$ cat src/design/mmtc_pkg.sv
`default_nettype none

package mmtc_pkg;

  localparam int WEIGHT_W = 31;
  localparam int TOTAL_W  = 63;

  // datapath operation for the current cycle
  typedef enum logic [3:0] {
    OP_NONE,
    OP_ACCEPT,
    OP_UP_RD,
    OP_UP_CMP,
    OP_POP_RD,
    OP_POP_LD,
    OP_DN_RD,
    OP_DN_CMP,
    OP_MPUSH,
    OP_EMIT
  } op_t;

  typedef struct packed {
    op_t  op;
    logic second;   // second pop of a merge pair
  } dp_cmd_t;

  typedef struct packed {
    logic full;
    logic idx_zero;
    logic up_stop;
    logic pop_empty;
    logic leaf;
    logic dn_stop;
    logic more;       // more than one live entry
    logic out_free;
  } dp_stat_t;

  function automatic logic [TOTAL_W-1:0] sat_add(input logic [TOTAL_W-1:0] a,
                                                 input logic [TOTAL_W-1:0] b);
    logic [TOTAL_W:0] s;
    s = {1'b0, a} + {1'b0, b};
    return s[TOTAL_W] ? {TOTAL_W{1'b1}} : s[TOTAL_W-1:0];
  endfunction

endpackage

`default_nettype wire

$ cat src/design/mmtc_ctrl.sv
`default_nettype none

module mmtc_ctrl import mmtc_pkg::*; (
  input  logic     clk,
  input  logic     rst,
  input  logic     in_valid,
  input  logic     in_last,
  output logic     in_ready,
  input  dp_stat_t stat,
  output dp_cmd_t  cmd
);

  typedef enum logic [9:0] {
    S_IDLE   = 10'b0000000001,
    S_UP_RD  = 10'b0000000010,
    S_UP_CMP = 10'b0000000100,
    S_MCHK   = 10'b0000001000,
    S_POP_RD = 10'b0000010000,
    S_POP_LD = 10'b0000100000,
    S_DN_RD  = 10'b0001000000,
    S_DN_CMP = 10'b0010000000,
    S_MPUSH  = 10'b0100000000,
    S_EMIT   = 10'b1000000000
  } state_t;

  state_t state, state_next;
  logic   second, second_next;
  logic   last_case, last_case_next;
  state_t push_done;

  assign push_done = last_case ? S_MCHK : S_IDLE;
  assign in_ready  = (state == S_IDLE);

  always_comb begin
    state_next     = state;
    second_next    = second;
    last_case_next = last_case;
    cmd.op         = OP_NONE;
    cmd.second     = second;
    unique case (state)
      S_IDLE: begin
        if (in_valid) begin
          cmd.op         = OP_ACCEPT;
          last_case_next = in_last;
          if (!stat.full) state_next = S_UP_RD;
          else if (in_last) state_next = S_MCHK;
        end
      end
      S_UP_RD: begin
        cmd.op     = OP_UP_RD;
        state_next = stat.idx_zero ? push_done : S_UP_CMP;
      end
      S_UP_CMP: begin
        cmd.op     = OP_UP_CMP;
        state_next = stat.up_stop ? push_done : S_UP_RD;
      end
      S_MCHK: begin
        state_next = stat.more ? S_POP_RD : S_EMIT;
      end
      S_POP_RD: begin
        cmd.op     = OP_POP_RD;
        state_next = S_POP_LD;
      end
      S_POP_LD: begin
        cmd.op = OP_POP_LD;
        if (!stat.pop_empty) state_next = S_DN_RD;
        else if (second) state_next = S_MPUSH;
        else begin
          second_next = 1'b1;
          state_next  = S_POP_RD;
        end
      end
      S_DN_RD: begin
        cmd.op = OP_DN_RD;
        if (!stat.leaf) state_next = S_DN_CMP;
        else if (second) state_next = S_MPUSH;
        else begin
          second_next = 1'b1;
          state_next  = S_POP_RD;
        end
      end
      S_DN_CMP: begin
        cmd.op = OP_DN_CMP;
        if (!stat.dn_stop) state_next = S_DN_RD;
        else if (second) state_next = S_MPUSH;
        else begin
          second_next = 1'b1;
          state_next  = S_POP_RD;
        end
      end
      S_MPUSH: begin
        cmd.op      = OP_MPUSH;
        second_next = 1'b0;
        state_next  = S_UP_RD;
      end
      S_EMIT: begin
        cmd.op = OP_EMIT;
        if (stat.out_free) begin
          last_case_next = 1'b0;
          state_next     = S_IDLE;
        end
      end
      default: state_next = S_IDLE;
    endcase
  end

  always_ff @(posedge clk) begin
    if (rst) begin
      state     <= S_IDLE;
      second    <= 1'b0;
      last_case <= 1'b0;
    end else begin
      state     <= state_next;
      second    <= second_next;
      last_case <= last_case_next;
    end
  end

endmodule

`default_nettype wire

$ cat config.mk
export PLATFORM = sky130hd
export DESIGN_NAME = mmtc_ctrl
export DESIGN_NICKNAME = d
export VERILOG_FILES = /design/src/design/mmtc_pkg.sv /design/src/design/mmtc_ctrl.sv
export SDC_FILE = /design/constraint.sdc
export NUM_CORES = 1
export LEC_CHECK = 0
export BUFFER_PORTS_ARGS = -buffer_cell sky130_fd_sc_hd__buf_2
export CAP_MARGIN = 5
export CORE_MARGIN = 2
export CORE_UTILIZATION = 51
export CTS_CLUSTER_SIZE = 16
export DETAILED_ROUTE_END_ITERATION = 6
export PLACE_DENSITY = 0.72
export SYNTH_ARGS = -nofsm -noshare
export SYNTH_HDL_FRONTEND = slang
export SYNTH_SLANG_ARGS = --single-unit
export TNS_END_PERCENT = 20
$ cat constraint.sdc
create_clock -name clk -period 3.1 [get_ports clk]
set_input_delay 0.93 -clock clk [delete_from_list [all_inputs] [get_ports clk]]
set_output_delay 0.93 -clock clk [all_outputs]
set_load 0.02 [all_outputs]
==> flow_summary.json <==
{
  "run_status": "completed",
  "cts_root_buf": "clkbuf_4",
  "hold_viol": 0,
  "crit_chain": "or4_4, or3_1, a31oi_1, buf_2",
  "ys.flop_type": "dfxtp_1",
  "rsz0062_at_grt": "false",
  "cellLeakagePower_nw": 0.353,
  "worstHoldStart": "second$_SDFFE_PP0P_",
  "vias": 786,
  "ys_warn_count": 0,
  "clock_latency_ps": 270,
  "drive_gt1_share_pct": 26.9,
  "cp-start-kind": "register",
  "cts_buffer_depth": 2,
  "multi_input_area_um2": 493,
  "area_delta_synth_final_pct": 12.8,
  "dp_hpwl_mm": 1.39,
  "grt.total_usage_pct": 22.2,
  "max_freq_mhz": 342,
  "post-cts-setup-buffer-count": 0,
  "ys_ff_latch": 12,
  "cts_hold_buf": 0,
  "totalWireLength_mm": 1.89,
  "htreeDepth": 1,
  "peakVddDrop_uv": 253,
  "intPower_w": 0.000276,
  "synth_edf_count": 0,
  "finClkSkew_ps": 6.07,
  "pwr-share-comb_pct": 34.7,
  "ctsResizeCount": 0,
  "swShare_pct": 33.9,
  "seqCellArea_um2": 240,
  "clk_pin_slew_worst_paths_ps": 60,
  "cp_top_family": "simple AND/OR/NAND/NOR gates",
  "setup_slack_ps": 177,
  "timing.rr.start": "state[8]$_SDFFE_PP0P_",
  "clkPwrFrac_pct": 22.3,
  "critPathMaxFanout": 7,
  "min_period_ps": 2920,
  "coreArea_um2": 1490,
  "cts.sinks": 12,
  "grt_pass1_vias": 735,
  "drc": 0,
  "synth_area_leaders": "dfxtp_1 30%, nand3b_1 5.7%, nor2_1 4.3%",
  "cts_buffers": 3,
  "crit_buf_inv": 1,
  "ant_nets": 0,
  "cp_slowest_stage_delay_ps": 590,
  "ys_types": 40,
  "cpMaxStageDelayCell": "or4_4",
  "ios": 18,
  "post-place-ws_ps": 482,
  "die_w_um": 43.4,
  "die_height_um": 43.4,
  "slew_headroom_pct": 77.0,
  "antenna_found_initial": 0,
  "nNetsFinal": 122,
  "start_util_pct": 53.3,
  "setup_viol": 0,
  "switchingPower_w": 0.000142,
  "grt_start_max_net_pins": 12,
  "worst_slew_pin_slew_ps": 344,
  "sequentialPowerShare_pct": 43.1,
  "gp_routability_congestion": 0.872,
  "grt_pass1_wl_mm": 3.19,
  "yosysTopAreaCellShare_pct": 30.3,
  "final-max-slew-violation-count": 0,
  "yosysSeqAreaShare_pct": 30.3,
  "required_ps": 2170,
  "synth_area_um2": 793,
  "synth.avg_cell_area_um2": 8.72,
  "crit_arrival_ps": 1990,
  "fin_util_pct": 60.1,
  "drv_cap": 0,
  "grt_overflow_total": 0,
  "min_path_type": "reg2reg",
  "antennaDiodeCount": 0,
  "path_class": "reg2out",
  "num_rows": 14,
  "die_area_um2": 1890,
  "synth_top_area_cell": "dfxtp_1",
  "wl_per_cell_um": 15.2,
  "fillers": 141,
  "startpoint": "state[8]$_SDFFE_PP0P_",
  "tritoncts": "done",
  "period_share_pct": 94.3,
  "synth-async-reset-ratio_pct": 0,
  "tns_ps": 0,
  "netlist_instances": 91,
  "worstSetupEndpointType": "primary output",
  "synth_nets": 103,
  "drtIter0Drc": 15,
  "port-buffer-count": 17,
  "drtPass1Iterations": 7,
  "vias_per_cell": 6.34,
  "powerDensity_nw_per_um2": 467
}
## synthesized netlist by cell type, types with 2 or more instances
cell type  count
o32a_1         3
o21ai_1        2
nor3_1         2
or4_1          2
dfxtp_1       12
nand3_1        2
a21oi_1        2
inv_1          7
buf_6          2
or4_4          2
o21ai_0        2
nand3b_1       6
nand2b_1       5
a31oi_1        4
nor4b_1        2
nand2_1        3
a211oi_1       2
nor2_1         9
## worst reg2reg max path, delay by kind of cell, from the launching register on
kind / cells / cell delay [ps]
simple gates: 2 / 940
compound gates: 3 / 470
flops: 1 / 390
## layout by cell type, fill, tap and decap left out, drive strengths merged, types with 2 or more instances in the layout
| cell | netlist | layout |
|---|---|---|
| a211oi | 2 | 2 |
| a21oi | 3 | 3 |
| a31oi | 4 | 4 |
| buf | 3 | 18 |
| clkbuf | 1 | 3 |
| dfxtp | 12 | 12 |
| inv | 7 | 7 |
| nand2 | 3 | 3 |
| nand2b | 5 | 5 |
| nand3 | 2 | 2 |
| nand3b | 6 | 6 |
| nor2 | 9 | 9 |
| nor3 | 3 | 3 |
| nor4 | 3 | 3 |
| nor4b | 3 | 3 |
| o21ai | 5 | 5 |
| o32a | 3 | 3 |
| or4 | 4 | 4 |
## metrics by stage
stage          hold slack (ps)  cell area [µm²]  instances  power [W]
4_1_cts                    502              895        124   0.000420
2_1_floorplan              453              793         91   0.000282
6_report                   492              895        124   0.000418
5_1_grt                    522              895        124   0.000444
3_3_place_gp               468              872        121   0.000325
3_5_place_dp               491              872        121   0.000326
## registers in the layout (all words and copies together) (netlist names)
register	cells
second	1
state	10
last_case	1
## cell families after synthesis
logic type	Yosys count	share of synthesized area, %
AND/OR/NAND/NOR	44	39.9
flip-flops	12	30.3
buffers and inverters	11	7.57
XOR/XNOR	2	2.21
AO/OA/AOI/OAI	22	20.0
## metal layers
metal	share of wire [%]	GRT usage (%)
met1	48	31.4
met2	47	32.8
met3	3.5	2.50
met4	1.6	12.1
met5	0	0
## power by group through the flow
stage               sequential (W)  combinational, W  clock (W)
floorplan                 0.000179          0.000102          0
global placement          0.000183          0.000142          0
detailed placement        0.000183          0.000143          0
CTS                       0.000179          0.000145  0.0000952
global route              0.000182          0.000158   0.000104
finish                    0.000180          0.000145  0.0000929
## final timing paths
kind,endpoint,slack [ps],cells past startpoint
worst max register to register,state[0]$_SDFFE_PP1P_,1190,5
worst min-delay path,state[8]$_SDFFE_PP0P_,490,2
worst min register to register,state[8]$_SDFFE_PP0P_,490,2
worst max-delay path,cmd[3],180,4
## area by class of cell
type                    count  share of cell area, %
inverters                   7                   2.94
repair buffers             18                   10.3
multi-input cells          68                   55.1
clock buffers               3                   2.52
flip-flops and latches     12                   26.9
well taps                  16                   2.24
(Power assumes the default switching activity.)
